$ cat src/layered_model_depth_lookup_defines.svh
// Assertion macros for the layered model depth lookup.
// Standalone header; included by the modules that carry checks.
`ifndef LAYERED_MODEL_DEPTH_LOOKUP_DEFINES_SVH
`define LAYERED_MODEL_DEPTH_LOOKUP_DEFINES_SVH

`ifndef ASSERT_OFF
// check with reset masking
`define LMDL_ASSERT_RST(lbl, clk, rst, prop) \
   lbl: assert property (@(posedge clk) disable iff (rst) prop) \
      else $error("lmdl check failed");
// check that also holds during reset
`define LMDL_ASSERT_ALL(lbl, clk, prop) \
   lbl: assert property (@(posedge clk) prop) \
      else $error("lmdl check failed");
`else
`define LMDL_ASSERT_RST(lbl, clk, rst, prop)
`define LMDL_ASSERT_ALL(lbl, clk, prop)
`endif

`endif

$ cat src/lmdl_pkg.sv
// Shared constants, codes and types for the layered model depth lookup.
// No dependencies.
package lmdl_pkg;

   localparam int MAX_LAYERS  = 16;
   localparam int IDX_W       = (MAX_LAYERS > 1) ? $clog2(MAX_LAYERS) : 1;
   localparam int CNT_W       = $clog2(MAX_LAYERS + 1);
   localparam int DEPTH_W     = 32;
   localparam int VEL_W       = 24;
   localparam int SLOT_W      = 4;
   localparam int LNUM_W      = 4;
   localparam int LCNT_W      = 5;
   localparam int CSR_IDX_W   = 3;
   localparam int QUEUE_DEPTH = 2;
   localparam int QPTR_W      = (QUEUE_DEPTH > 1) ? $clog2(QUEUE_DEPTH) : 1;
   localparam int QCNT_W      = $clog2(QUEUE_DEPTH + 1);

   // configuration register indexes
   localparam logic [CSR_IDX_W-1:0] CSR_LAYER_COUNT = 3'd0;
   localparam logic [CSR_IDX_W-1:0] CSR_X_MIN       = 3'd1;
   localparam logic [CSR_IDX_W-1:0] CSR_X_MAX       = 3'd2;
   localparam logic [CSR_IDX_W-1:0] CSR_Y_MIN       = 3'd3;
   localparam logic [CSR_IDX_W-1:0] CSR_Y_MAX       = 3'd4;

   // request kinds
   localparam logic REQ_LOAD  = 1'b0;
   localparam logic REQ_QUERY = 1'b1;

   typedef struct packed {
      logic [IDX_W-1:0]          last_idx;
      logic signed [DEPTH_W-1:0] x_min;
      logic signed [DEPTH_W-1:0] x_max;
      logic signed [DEPTH_W-1:0] y_min;
      logic signed [DEPTH_W-1:0] y_max;
   } cfg_type;

   // load: d0 = top, d1 = bottom; query: d0 = depth, d1 = other depth
   typedef struct packed {
      logic                      is_query;
      logic [SLOT_W-1:0]         slot;
      logic signed [DEPTH_W-1:0] d0;
      logic signed [DEPTH_W-1:0] d1;
      logic [VEL_W-1:0]          vel;
      logic                      wok;
   } item_type;

   typedef struct packed {
      logic     valid;
      item_type item;
   } head_type;

endpackage

$ cat src/lmdl_csr.sv
// Configuration registers and derived layer limits.
// Depends on lmdl_pkg.
module lmdl_csr (
   input  logic                             clock,
   input  logic                             reset,
   input  logic                             csr_valid,
   output logic                             csr_ready,
   input  logic [lmdl_pkg::CSR_IDX_W-1:0]   csr_index,
   input  logic [lmdl_pkg::DEPTH_W-1:0]     csr_wdata,
   output lmdl_pkg::cfg_type                cfg
);
   import lmdl_pkg::*;

   logic [LCNT_W-1:0]         layer_count_ff, layer_count_in;
   logic signed [DEPTH_W-1:0] x_min_ff, x_min_in, x_max_ff, x_max_in;
   logic signed [DEPTH_W-1:0] y_min_ff, y_min_in, y_max_ff, y_max_in;
   logic                      wr;

   assign csr_ready = 1'b1;
   assign wr        = csr_valid & csr_ready;

   always_comb begin
      layer_count_in = layer_count_ff;
      x_min_in       = x_min_ff;
      x_max_in       = x_max_ff;
      y_min_in       = y_min_ff;
      y_max_in       = y_max_ff;
      if (wr) begin
         unique case (csr_index)
            CSR_LAYER_COUNT: layer_count_in = csr_wdata[LCNT_W-1:0];
            CSR_X_MIN:       x_min_in       = $signed(csr_wdata);
            CSR_X_MAX:       x_max_in       = $signed(csr_wdata);
            CSR_Y_MIN:       y_min_in       = $signed(csr_wdata);
            CSR_Y_MAX:       y_max_in       = $signed(csr_wdata);
            default:         ;
         endcase
      end
   end

   always_ff @(posedge clock) begin
      if (reset) begin
         layer_count_ff <= LCNT_W'(1);
         x_min_ff       <= '0;
         x_max_ff       <= '0;
         y_min_ff       <= '0;
         y_max_ff       <= '0;
      end else begin
         layer_count_ff <= layer_count_in;
         x_min_ff       <= x_min_in;
         x_max_ff       <= x_max_in;
         y_min_ff       <= y_min_in;
         y_max_ff       <= y_max_in;
      end
   end

   // zero acts as one layer, oversize clamps to the table size
   always_comb begin
      int n;
      n = int'(layer_count_ff);
      if (n < 1)          n = 1;
      if (n > MAX_LAYERS) n = MAX_LAYERS;
      cfg.last_idx = IDX_W'(n - 1);
      cfg.x_min    = x_min_ff;
      cfg.x_max    = x_max_ff;
      cfg.y_min    = y_min_ff;
      cfg.y_max    = y_max_ff;
   end

endmodule

$ cat src/lmdl_front.sv
// Front end: takes transactions, classifies load/query, does the window check
// and queues them for the back end. Depends on lmdl_pkg.
module lmdl_front (
   input  logic                               clock,
   input  logic                               reset,
   input  logic                               start,
   output logic                               busy,
   input  logic                               req_type,
   input  logic [lmdl_pkg::SLOT_W-1:0]        req_layer_slot,
   input  logic signed [lmdl_pkg::DEPTH_W-1:0] req_load_top,
   input  logic signed [lmdl_pkg::DEPTH_W-1:0] req_load_bottom,
   input  logic [lmdl_pkg::VEL_W-1:0]         req_load_velocity,
   input  logic signed [lmdl_pkg::DEPTH_W-1:0] req_query_x,
   input  logic signed [lmdl_pkg::DEPTH_W-1:0] req_query_y,
   input  logic signed [lmdl_pkg::DEPTH_W-1:0] req_query_depth,
   input  logic signed [lmdl_pkg::DEPTH_W-1:0] req_other_depth,
   input  lmdl_pkg::cfg_type                  cfg,
   output lmdl_pkg::head_type                 head,
   input  logic                               pop
);
   import lmdl_pkg::*;

   item_type          q_mem_ff [QUEUE_DEPTH];
   logic [QPTR_W-1:0] wr_ptr_ff, wr_ptr_in, rd_ptr_ff, rd_ptr_in;
   logic [QCNT_W-1:0] count_ff, count_in;
   logic              push;
   item_type          new_item;

   assign busy = (count_ff == QCNT_W'(QUEUE_DEPTH));
   assign push = start & ~busy;

   always_comb begin
      new_item.is_query = (req_type == REQ_QUERY);
      new_item.slot     = req_layer_slot;
      new_item.d0       = new_item.is_query ? req_query_depth : req_load_top;
      new_item.d1       = new_item.is_query ? req_other_depth : req_load_bottom;
      new_item.vel      = req_load_velocity;
      new_item.wok      = ($signed(cfg.x_min) <= req_query_x) &&
                          (req_query_x <= $signed(cfg.x_max)) &&
                          ($signed(cfg.y_min) <= req_query_y) &&
                          (req_query_y <= $signed(cfg.y_max));
   end

   always_comb begin
      wr_ptr_in = push ? wr_ptr_ff + QPTR_W'(1) : wr_ptr_ff;
      rd_ptr_in = pop  ? rd_ptr_ff + QPTR_W'(1) : rd_ptr_ff;
      count_in  = count_ff + QCNT_W'(push) - QCNT_W'(pop);
   end

   always_ff @(posedge clock) begin
      if (reset) begin
         wr_ptr_ff <= '0;
         rd_ptr_ff <= '0;
         count_ff  <= '0;
      end else begin
         wr_ptr_ff <= wr_ptr_in;
         rd_ptr_ff <= rd_ptr_in;
         count_ff  <= count_in;
      end
   end

   always_ff @(posedge clock) begin
      if (push) begin
         q_mem_ff[wr_ptr_ff] <= new_item;
      end
   end

   assign head.valid = (count_ff != '0);
   assign head.item  = q_mem_ff[rd_ptr_ff];

endmodule

$ cat src/lmdl_back.sv
// Back end: layer table, two scan passes over the used layers and the
// result registers. Depends on lmdl_pkg and the assertion macro header.
`include "layered_model_depth_lookup_defines.svh"
module lmdl_back (
   input  logic                                clock,
   input  logic                                reset,
   input  lmdl_pkg::cfg_type                   cfg,
   input  lmdl_pkg::head_type                  head,
   output logic                                pop,
   output logic                                rsp_valid,
   output logic                                rsp_in_extent,
   output logic                                rsp_depth_ok,
   output logic                                rsp_other_ok,
   output logic [lmdl_pkg::LNUM_W-1:0]         rsp_layer_number,
   output logic [lmdl_pkg::VEL_W-1:0]          rsp_point_velocity,
   output logic [lmdl_pkg::VEL_W-1:0]          rsp_velocity_above,
   output logic [lmdl_pkg::VEL_W-1:0]          rsp_velocity_below,
   output logic [lmdl_pkg::LNUM_W-1:0]         rsp_interfaces_crossed,
   output logic [lmdl_pkg::VEL_W-1:0]          rsp_span_max_velocity
);
   import lmdl_pkg::*;

   localparam int             ST_W     = 3;
   localparam logic [ST_W-1:0] ST_IDLE  = 3'd0;
   localparam logic [ST_W-1:0] ST_SCAN1 = 3'd1;
   localparam logic [ST_W-1:0] ST_CALC  = 3'd2;
   localparam logic [ST_W-1:0] ST_SCAN2 = 3'd3;
   localparam logic [ST_W-1:0] ST_FINAL = 3'd4;

   // layer table
   logic signed [DEPTH_W-1:0] top_mem    [MAX_LAYERS];
   logic signed [DEPTH_W-1:0] bottom_mem [MAX_LAYERS];
   logic [VEL_W-1:0]          vel_mem    [MAX_LAYERS];

   logic [ST_W-1:0]           state_ff, state_in;
   logic [IDX_W-1:0]          idx_ff, idx_in;
   logic [CNT_W-1:0]          cnt_q_ff, cnt_q_in, cnt_o_ff, cnt_o_in;
   logic signed [DEPTH_W-1:0] top0_ff, top0_in, botl_ff, botl_in;
   logic                      dok_ff, dok_in, ook_ff, ook_in;
   logic [IDX_W-1:0]          qi_ff, qi_in, lo_ff, lo_in, hi_ff, hi_in;
   logic signed [DEPTH_W-1:0] top_q_ff, top_q_in, bot_q_ff, bot_q_in;
   logic [VEL_W-1:0]          vel_q_ff, vel_q_in, vel_p_ff, vel_p_in;
   logic [VEL_W-1:0]          vel_n_ff, vel_n_in, vmax_ff, vmax_in;

   logic                      rsp_valid_ff, rsp_valid_in;
   logic                      in_extent_ff, in_extent_in, depth_ok_ff, depth_ok_in;
   logic                      other_ok_ff, other_ok_in;
   logic [LNUM_W-1:0]         lnum_ff, lnum_in, cross_ff, cross_in;
   logic [VEL_W-1:0]          vpoint_ff, vpoint_in, vabove_ff, vabove_in;
   logic [VEL_W-1:0]          vbelow_ff, vbelow_in, vspan_ff, vspan_in;

   logic signed [DEPTH_W-1:0] rd_top, rd_bot, z, z2;
   logic [VEL_W-1:0]          rd_vel;
   logic                      wr_en, is_last;

   assign rd_top  = top_mem[idx_ff];
   assign rd_bot  = bottom_mem[idx_ff];
   assign rd_vel  = vel_mem[idx_ff];
   assign z       = head.item.d0;
   assign z2      = head.item.d1;
   assign is_last = (idx_ff == cfg.last_idx);

   assign wr_en = (state_ff == ST_IDLE) && head.valid && !head.item.is_query &&
                  (int'(head.item.slot) < MAX_LAYERS);
   assign pop   = ((state_ff == ST_IDLE) && head.valid && !head.item.is_query) ||
                  (state_ff == ST_FINAL);

   always_ff @(posedge clock) begin
      if (wr_en) begin
         top_mem[IDX_W'(head.item.slot)]    <= head.item.d0;
         bottom_mem[IDX_W'(head.item.slot)] <= head.item.d1;
         vel_mem[IDX_W'(head.item.slot)]    <= head.item.vel;
      end
   end

   always_comb begin
      logic [IDX_W-1:0]          oi;
      logic [IDX_W:0]            idx_x, qi_x;
      logic signed [DEPTH_W+1:0] twice, sum;
      logic                      below_mid, inm;

      state_in     = state_ff;
      idx_in       = idx_ff;
      cnt_q_in     = cnt_q_ff;
      cnt_o_in     = cnt_o_ff;
      top0_in      = top0_ff;
      botl_in      = botl_ff;
      dok_in       = dok_ff;
      ook_in       = ook_ff;
      qi_in        = qi_ff;
      lo_in        = lo_ff;
      hi_in        = hi_ff;
      top_q_in     = top_q_ff;
      bot_q_in     = bot_q_ff;
      vel_q_in     = vel_q_ff;
      vel_p_in     = vel_p_ff;
      vel_n_in     = vel_n_ff;
      vmax_in      = vmax_ff;
      rsp_valid_in = 1'b0;
      in_extent_in = in_extent_ff;
      depth_ok_in  = depth_ok_ff;
      other_ok_in  = other_ok_ff;
      lnum_in      = lnum_ff;
      cross_in     = cross_ff;
      vpoint_in    = vpoint_ff;
      vabove_in    = vabove_ff;
      vbelow_in    = vbelow_ff;
      vspan_in     = vspan_ff;

      oi        = '0;
      idx_x     = {1'b0, idx_ff};
      qi_x      = {1'b0, qi_ff};
      twice     = {z[DEPTH_W-1], z, 1'b0};
      sum       = {{2{top_q_ff[DEPTH_W-1]}}, top_q_ff} +
                  {{2{bot_q_ff[DEPTH_W-1]}}, bot_q_ff};
      below_mid = (twice < sum);
      inm       = dok_ff && head.item.wok;

      unique case (state_ff)
         ST_IDLE: begin
            if (head.valid && head.item.is_query) begin
               state_in = ST_SCAN1;
               idx_in   = '0;
               cnt_q_in = '0;
               cnt_o_in = '0;
            end
         end
         // pass one: extent of the model and bottoms at or above each depth
         ST_SCAN1: begin
            if (idx_ff == '0) top0_in = rd_top;
            if (is_last)      botl_in = rd_bot;
            cnt_q_in = cnt_q_ff + CNT_W'(rd_bot <= z);
            cnt_o_in = cnt_o_ff + CNT_W'(rd_bot <= z2);
            if (is_last) begin
               state_in = ST_CALC;
               idx_in   = '0;
            end else begin
               idx_in = idx_ff + IDX_W'(1);
            end
         end
         ST_CALC: begin
            dok_in = (z >= top0_ff) && (z <= botl_ff);
            ook_in = (z2 >= top0_ff) && (z2 <= botl_ff);
            qi_in  = (cnt_q_ff > CNT_W'(cfg.last_idx)) ? cfg.last_idx :
                     cnt_q_ff[IDX_W-1:0];
            oi     = (cnt_o_ff > CNT_W'(cfg.last_idx)) ? cfg.last_idx :
                     cnt_o_ff[IDX_W-1:0];
            lo_in  = (qi_in < oi) ? qi_in : oi;
            hi_in  = (qi_in < oi) ? oi : qi_in;
            vmax_in  = '0;
            vel_p_in = '0;
            vel_n_in = '0;
            idx_in   = '0;
            state_in = ST_SCAN2;
         end
         // pass two: pick up the layer and its neighbors, max over the span
         ST_SCAN2: begin
            if (idx_ff == qi_ff) begin
               top_q_in = rd_top;
               bot_q_in = rd_bot;
               vel_q_in = rd_vel;
            end
            if (idx_x + {{IDX_W{1'b0}}, 1'b1} == qi_x) vel_p_in = rd_vel;
            if (idx_x == qi_x + {{IDX_W{1'b0}}, 1'b1}) vel_n_in = rd_vel;
            if ((idx_ff >= lo_ff) && (idx_ff <= hi_ff) && (rd_vel > vmax_ff)) begin
               vmax_in = rd_vel;
            end
            if (is_last) begin
               state_in = ST_FINAL;
               idx_in   = '0;
            end else begin
               idx_in = idx_ff + IDX_W'(1);
            end
         end
         ST_FINAL: begin
            rsp_valid_in = 1'b1;
            in_extent_in = inm;
            depth_ok_in  = dok_ff;
            other_ok_in  = ook_ff;
            lnum_in      = dok_ff ? LNUM_W'(qi_ff) : '0;
            vpoint_in    = inm ? vel_q_ff : '0;
            if (!dok_ff) begin
               vabove_in = '0;
               vbelow_in = '0;
            end else if (below_mid) begin
               vabove_in = (qi_ff == '0) ? '0 : vel_p_ff;
               vbelow_in = vel_q_ff;
            end else begin
               vabove_in = vel_q_ff;
               vbelow_in = (qi_ff == cfg.last_idx) ? '0 : vel_n_ff;
            end
            cross_in = (dok_ff && ook_ff) ? LNUM_W'(hi_ff - lo_ff) : '0;
            vspan_in = (dok_ff && ook_ff) ? vmax_ff : '0;
            state_in = ST_IDLE;
         end
         default: begin
            state_in = ST_IDLE;
         end
      endcase
   end

   always_ff @(posedge clock) begin
      if (reset) begin
         state_ff     <= ST_IDLE;
         idx_ff       <= '0;
         rsp_valid_ff <= 1'b0;
      end else begin
         state_ff     <= state_in;
         idx_ff       <= idx_in;
         rsp_valid_ff <= rsp_valid_in;
      end
   end

   always_ff @(posedge clock) begin
      cnt_q_ff     <= cnt_q_in;
      cnt_o_ff     <= cnt_o_in;
      top0_ff      <= top0_in;
      botl_ff      <= botl_in;
      dok_ff       <= dok_in;
      ook_ff       <= ook_in;
      qi_ff        <= qi_in;
      lo_ff        <= lo_in;
      hi_ff        <= hi_in;
      top_q_ff     <= top_q_in;
      bot_q_ff     <= bot_q_in;
      vel_q_ff     <= vel_q_in;
      vel_p_ff     <= vel_p_in;
      vel_n_ff     <= vel_n_in;
      vmax_ff      <= vmax_in;
      in_extent_ff <= in_extent_in;
      depth_ok_ff  <= depth_ok_in;
      other_ok_ff  <= other_ok_in;
      lnum_ff      <= lnum_in;
      cross_ff     <= cross_in;
      vpoint_ff    <= vpoint_in;
      vabove_ff    <= vabove_in;
      vbelow_ff    <= vbelow_in;
      vspan_ff     <= vspan_in;
   end

   assign rsp_valid              = rsp_valid_ff;
   assign rsp_in_extent          = in_extent_ff;
   assign rsp_depth_ok           = depth_ok_ff;
   assign rsp_other_ok           = other_ok_ff;
   assign rsp_layer_number       = lnum_ff;
   assign rsp_point_velocity     = vpoint_ff;
   assign rsp_velocity_above     = vabove_ff;
   assign rsp_velocity_below     = vbelow_ff;
   assign rsp_interfaces_crossed = cross_ff;
   assign rsp_span_max_velocity  = vspan_ff;

   // idx is zero outside the scans; the host must change config only while idle (not enforced)
   `LMDL_ASSERT_RST(a_rsp_single, clock, reset, rsp_valid_ff |=> !rsp_valid_ff)
   `LMDL_ASSERT_RST(a_rsp_after_final, clock, reset, rsp_valid_ff |-> $past(state_ff == ST_FINAL))
   `LMDL_ASSERT_RST(a_pop_has_head, clock, reset, pop |-> head.valid)
   `LMDL_ASSERT_RST(a_idx_in_range, clock, reset, idx_ff <= cfg.last_idx)
   `LMDL_ASSERT_ALL(a_no_rsp_in_reset, clock, $past(reset) |-> !rsp_valid_ff)

endmodule

$ cat src/layered_model_depth_lookup.sv
// A query stays at the head of the front queue while the back end makes two
// passes over the N layers in use (1..16), one table entry a cycle, with a
// calc state between them and a final state; a load is retired from idle.
// The two-entry front queue raises busy when full; results are never held off.
// Synchronous active-high reset clears control state and the configuration
// (one layer, zero window); the layer table is undefined until loaded.
//
// Top level of the layered model depth lookup. Depends on lmdl_pkg,
// lmdl_csr, lmdl_front and lmdl_back.
module layered_model_depth_lookup (
   input  logic                               clock,
   input  logic                               reset,
   // request channel
   input  logic                               start,
   output logic                               busy,
   input  logic                               req_type,
   input  logic [lmdl_pkg::SLOT_W-1:0]        req_layer_slot,
   input  logic signed [lmdl_pkg::DEPTH_W-1:0] req_load_top,
   input  logic signed [lmdl_pkg::DEPTH_W-1:0] req_load_bottom,
   input  logic [lmdl_pkg::VEL_W-1:0]         req_load_velocity,
   input  logic signed [lmdl_pkg::DEPTH_W-1:0] req_query_x,
   input  logic signed [lmdl_pkg::DEPTH_W-1:0] req_query_y,
   input  logic signed [lmdl_pkg::DEPTH_W-1:0] req_query_depth,
   input  logic signed [lmdl_pkg::DEPTH_W-1:0] req_other_depth,
   // result channel, one-cycle strobe, cannot be stalled
   output logic                               rsp_valid,
   output logic                               rsp_in_extent,
   output logic                               rsp_depth_ok,
   output logic                               rsp_other_ok,
   output logic [lmdl_pkg::LNUM_W-1:0]        rsp_layer_number,
   output logic [lmdl_pkg::VEL_W-1:0]         rsp_point_velocity,
   output logic [lmdl_pkg::VEL_W-1:0]         rsp_velocity_above,
   output logic [lmdl_pkg::VEL_W-1:0]         rsp_velocity_below,
   output logic [lmdl_pkg::LNUM_W-1:0]        rsp_interfaces_crossed,
   output logic [lmdl_pkg::VEL_W-1:0]         rsp_span_max_velocity,
   // configuration write channel
   input  logic                               csr_valid,
   output logic                               csr_ready,
   input  logic [lmdl_pkg::CSR_IDX_W-1:0]     csr_index,
   input  logic [lmdl_pkg::DEPTH_W-1:0]       csr_wdata
);
   import lmdl_pkg::*;

   cfg_type  cfg;    // live configuration, clamped layer limit
   head_type head;   // oldest queued transaction
   logic     pop;    // back end retires the head

   // Configuration: layer count and horizontal window. The host must write only
   // while idle, so both ends see a stable copy; the block does not enforce it.
   lmdl_csr u_csr (
      .clock     (clock),
      .reset     (reset),
      .csr_valid (csr_valid),
      .csr_ready (csr_ready),
      .csr_index (csr_index),
      .csr_wdata (csr_wdata),
      .cfg       (cfg)
   );

   // Front: accept, tag load vs. query, check x/y against the window and
   // queue the transaction. Loads and queries share the queue so a load
   // never overtakes an earlier query.
   lmdl_front u_front (
      .clock             (clock),
      .reset             (reset),
      .start             (start),
      .busy              (busy),
      .req_type          (req_type),
      .req_layer_slot    (req_layer_slot),
      .req_load_top      (req_load_top),
      .req_load_bottom   (req_load_bottom),
      .req_load_velocity (req_load_velocity),
      .req_query_x       (req_query_x),
      .req_query_y       (req_query_y),
      .req_query_depth   (req_query_depth),
      .req_other_depth   (req_other_depth),
      .cfg               (cfg),
      .head              (head),
      .pop               (pop)
   );

   // Back: layer table writes, and for a query a first pass that finds the
   // model extent and layer indexes, a second pass that fetches the layer,
   // its neighbors and the span maximum, then the registered result.
   lmdl_back u_back (
      .clock                  (clock),
      .reset                  (reset),
      .cfg                    (cfg),
      .head                   (head),
      .pop                    (pop),
      .rsp_valid              (rsp_valid),
      .rsp_in_extent          (rsp_in_extent),
      .rsp_depth_ok           (rsp_depth_ok),
      .rsp_other_ok           (rsp_other_ok),
      .rsp_layer_number       (rsp_layer_number),
      .rsp_point_velocity     (rsp_point_velocity),
      .rsp_velocity_above     (rsp_velocity_above),
      .rsp_velocity_below     (rsp_velocity_below),
      .rsp_interfaces_crossed (rsp_interfaces_crossed),
      .rsp_span_max_velocity  (rsp_span_max_velocity)
   );

endmodule
$ cat config.mk
export PLATFORM = sky130hd
export DESIGN_NAME = layered_model_depth_lookup
export DESIGN_NICKNAME = d
export VERILOG_FILES = /design/src/lmdl_pkg.sv /design/src/lmdl_csr.sv /design/src/lmdl_front.sv /design/src/lmdl_back.sv /design/src/layered_model_depth_lookup.sv
export VERILOG_INCLUDE_DIRS = /design/src /design/src/src
export SDC_FILE = /design/constraint.sdc
export NUM_CORES = 2
export LEC_CHECK = 0
export BUFFER_PORTS_ARGS = -buffer_cell sky130_fd_sc_hd__buf_2
export CAP_MARGIN = 20
export CORE_ASPECT_RATIO = 1.1
export CORE_MARGIN = 5
export CORE_UTILIZATION = 50
export DETAILED_ROUTE_END_ITERATION = 8
export PLACE_DENSITY = 0.69
export SKIP_CTS_REPAIR_TIMING = 1
export SLEW_MARGIN = 20
export SYNTH_ARGS = -nofsm -noshare
export SYNTH_HDL_FRONTEND = slang
export SYNTH_SLANG_ARGS = --single-unit
$ cat constraint.sdc
create_clock -name clock -period 7.75 [get_ports clock]
set_clock_uncertainty 0.05 [all_clocks]
set_input_delay 0.3875 -clock clock [delete_from_list [all_inputs] [get_ports clock]]
set_output_delay 0.3875 -clock clock [all_outputs]
set_load 0.01 [all_outputs]
==> summary.txt <==
Die
  • Die width: 413 um
  • Core box area: 178000 um2
  • Die height: 454 um
  • Die ar.: 187000 um2
  • Initial core utilization: 0.504
  • Ports: 370
  • Std cell rows: between 150 and 200

CTS
  • Cts bufs inserted: just over 200
  • CTS Buffer Depth: 3
  • Worst-Skew Late Latency: 850 ps
  • CTS sink cnt: 2101
  • Clk root buf: clkbuf_16
  • CTS clock-pin slew for the worst setup and hold paths: approximately 60 ps
  • CTS tree: yes
  • H-tree levels: 4

Synth
  • Number of synthesized flops with an enable pin: 1951
  • Mapped cell area: between 80000 and 90000 um2
  • Post-Syn Instances: roughly 5200
  • Most common flop cell mapped by yosys: edfxtp_1
  • Synth Warn #: 0
  • Avg Synthesized Cell Area: 17.2 um2
  • Synth unique cells: 72
  • Fraction of registers with async set/reset: 0
  • Sequential share of the synthesized area: 0.689
  • Yosys reg bits: 2101
  • Total nets after synthesis: between 5000 and 6000

Place
  • IO buf count: around 370
  • Area after DPL: around 95000 um2
  • HPWL Detailed: 129 mm
  • Placed insts: about 8000
  • Routability cong.: 0.879

Global route
  • Vias in the first global route: 48525
  • Largest net degree at the start of global routing: 103
  • Initial antenna violation count: 10
  • First-pass GRT wire length: between 300 and 400 mm
  • Grt ovf: 0
  • Gr usage total: 0.227

Layout
  • Final Non-Filler Cells: 8438
  • Fill count: approximately 13000
  • Fraction of layout cells with a size suffix above 1: 0.221
  • Final net count: 6577
  • Layout area overhead: 15.7%
  • Final instance area: a little over 100000 um2

Power and ir drop
  • P per Cell Area: 288 nW/um2
  • Clock share of power: 0.339
  • Logic pwr share: 0.181
  • Total power: 29.8 mW
  • LEAKAGE: 36.1 nW
  • Flop pwr share: 0.480
  • Switching share of power: 0.273
  • Internal: 21.7 mW
  • Sw power: 8.15 mW
  • Peak VDD IR: 0.000244 V

Timing
  • Final setup vio count: 0
  • Final setup TNS: 0 ps
  • RSZ-0062 raised after global routing: false
  • Maximum clock rate: 168 MHz
  • Max_slew headroom: 0.259
  • Period Utilization, post-route: 0.767
  • Final Hold Fails: 0
  • Slew Limit Fails: 0
  • Tmin final: between 5000 and 6000 ps
  • Pin slew with the least headroom to its limit: 1110 ps
  • Min Hold Slack: around 150 ps

Drt
  • DRT antenna net count: 0
  • Vias after detailed routing: between 40000 and 50000
  • Initial DRC Count: ~4600
  • Routed vias/inst: between 5 and 6
  • Total wire length: 216 mm
  • WL/cell: 25.6 um
  • Detailed Routing Iterations Pass 1: 6
  • Remaining routing DRC violations: 0

Hold path
  • Hold crit path type: input pin to flip-flop

Setup path
  • Worst reg2reg setup slack: 1810 ps
  • Crit-path max FO: 48
  • Setup CP Type: flip-flop to flip-flop
  • Data arrival time of the critical path: 6440 ps
  • Worst Setup End Kind: flip-flop
  • Worst setup SP type: flip-flop
  • Critical path required time: around 8300 ps

Outcome
  • Status: finished, final reports clean

Job
  • # Max-Cap Violations: 0
[per-stage QoR]
stage	setup slack, ps	utilization
after floorplan	2020	-
after global placement	1480	0.533
after detailed placement	1790	0.533
after CTS	1760	0.572
after global routing	1480	0.583
final	1810	0.583
[worst max-delay path, cell delays in order (launching register included)]
cell and delay [ps]:
edfxtp_1 370, ha_1 390, a211oi_1 270, nor2_1 90
nor3_1 350, o31ai_1 170, a21o_1 240, a221oi_1 410
o21ai_1 110, a21oi_1 190, xor2_1 180, ha_1 270
a21o_1 180, a21o_1 160, a21oi_1 140, o21ai_1 90
or4b_1 460, o21ai_1 280, mux2i_4 280, buf_4 630
mux2i_1 190
[final cells by class]
| class | instances | area [um2] | area share |
|---|---|---|---|
| flip-flops and latches | 2101 | 61600 | 0.595 |
| repair buffers | 646 | 4700 | 0.0454 |
| well taps | 2378 | 2980 | 0.0287 |
| clock buffers | 246 | 5350 | 0.0516 |
| inverters | 329 | 1240 | 0.0120 |
| diodes | 7 | 17.5 | 0.000169 |
| clock inverters | 141 | 1600 | 0.0155 |
| multi-input cells | 2590 | 26000 | 0.251 |
[worst paths after layout]
kind	start	to	cells after the start
min reg2reg	u_csr.x_max_ff[20]$_SDFFE_PP0P_	u_csr.x_max_ff[20]$_SDFFE_PP0P_	2
max reg2reg	u_back.bot_q_ff[9]$_DFFE_PP_	u_back.rsp_velocity_above[10]$_SDFFCE_PN0P_	20
max	u_back.bot_q_ff[9]$_DFFE_PP_	u_back.rsp_velocity_above[10]$_SDFFCE_PN0P_	20
min	csr_valid	u_csr.y_max_ff[26]$_SDFFE_PP0P_	5
[layer usage]
metal,global-route usage,wire length (um)
met3,0.0355,16000
met4,0.0634,5940
met5,0,0
met2,0.377,106000
met1,0.314,87900
[cell usage in the layout (no fill, tap or decap), types with 47 or more instances in the layout]
cell type      instances
clkbuf_16            206
dlygate4sd3_1        191
edfxtp_1            1951
o21ai_0               67
mux4_2               440
mux2_2                90
inv_1                328
nor2_1               109
dfxtp_1              145
a21o_1               133
a21oi_1              258
and2_1                57
buf_4                 67
nand4_1               70
mux2i_1              122
buf_2                366
nand3_1               47
nand2_1              392
ha_1                 443
[state kept, by name, summed over array words and instances (netlist names), 5 cells and up, named ones only]
name                          flops
u_front.q_mem_ff                188
u_back.botl_ff                   32
u_csr.x_max_ff                   32
u_back.bot_q_ff                  32
u_back.rsp_point_velocity        24
u_back.vmax_ff                   24
u_csr.layer_count_ff              5
u_back.vel_mem                  384
u_back.rsp_span_max_velocity     24
u_csr.y_max_ff                   32
u_back.rsp_velocity_below        24
u_back.top_q_ff                  32
u_csr.x_min_ff                   32
u_back.bottom_mem               512
u_back.vel_p_ff                  24
u_back.cnt_o_ff                   5
u_back.vel_n_ff                  24
u_back.top0_ff                   32
u_back.rsp_velocity_above        24
u_csr.y_min_ff                   32
u_back.top_mem                  512
u_back.cnt_q_ff                   5
u_back.vel_q_ff                  24
[power groups by stage]
stage / Clock (mW) / Combinational (mW) / Sequential, mW
5_1_grt: 10.8 / 5.92 / 14.4
2_1_floorplan: 0 / 3.43 / 14.5
4_1_cts: 10.3 / 5.32 / 14.3
6_report: 10.1 / 5.39 / 14.3
3_5_place_dp: 0 / 5.29 / 14.6
3_3_place_gp: 0 / 5.11 / 14.5
[synthesized netlist by cell type, types with 7 or more instances]
cell | count | share of area
nor2_1 | 128 | 0.0054
xnor2_1 | 33 | 0.0032
o21ai_0 | 67 | 0.0037
buf_2 | 40 | 0.0022
mux2i_1 | 123 | 0.014
a211oi_1 | 14 | 0.0012
and2_1 | 57 | 0.0040
xor2_1 | 28 | 0.0027
nand2b_1 | 31 | 0.0022
ha_1 | 443 | 0.062
edfxtp_1 | 1951 | 0.66
inv_1 | 329 | 0.014
a21oi_1 | 258 | 0.014
nand2_1 | 393 | 0.016
nor2b_1 | 44 | 0.0031
nor4_1 | 7 | 0.00049
mux4_2 | 440 | 0.11
a21o_1 | 133 | 0.011
buf_1 | 18 | 0.00076
nand4_1 | 70 | 0.0049
mux2_2 | 90 | 0.011
nor3_1 | 39 | 0.0022
clkbuf_1 | 127 | 0.0053
nand3_1 | 47 | 0.0026
o21a_1 | 14 | 0.0012
o21bai_1 | 13 | 0.0011
and4_1 | 8 | 0.00078
a221oi_1 | 9 | 0.00088
dfxtp_1 | 150 | 0.034
[cells by family after synthesis]
logic type | share of synthesized area
xor gates and xnor gates | 0.00597
adders and majority gates | 0.0624
buffers and inverters | 0.0226
DFF | 0.689
muxes | 0.136
other | 0.0000419
AOI/OAI and AO/OA | 0.0395
and+or+nand+nor | 0.0448
(Power assumes the default switching activity.)
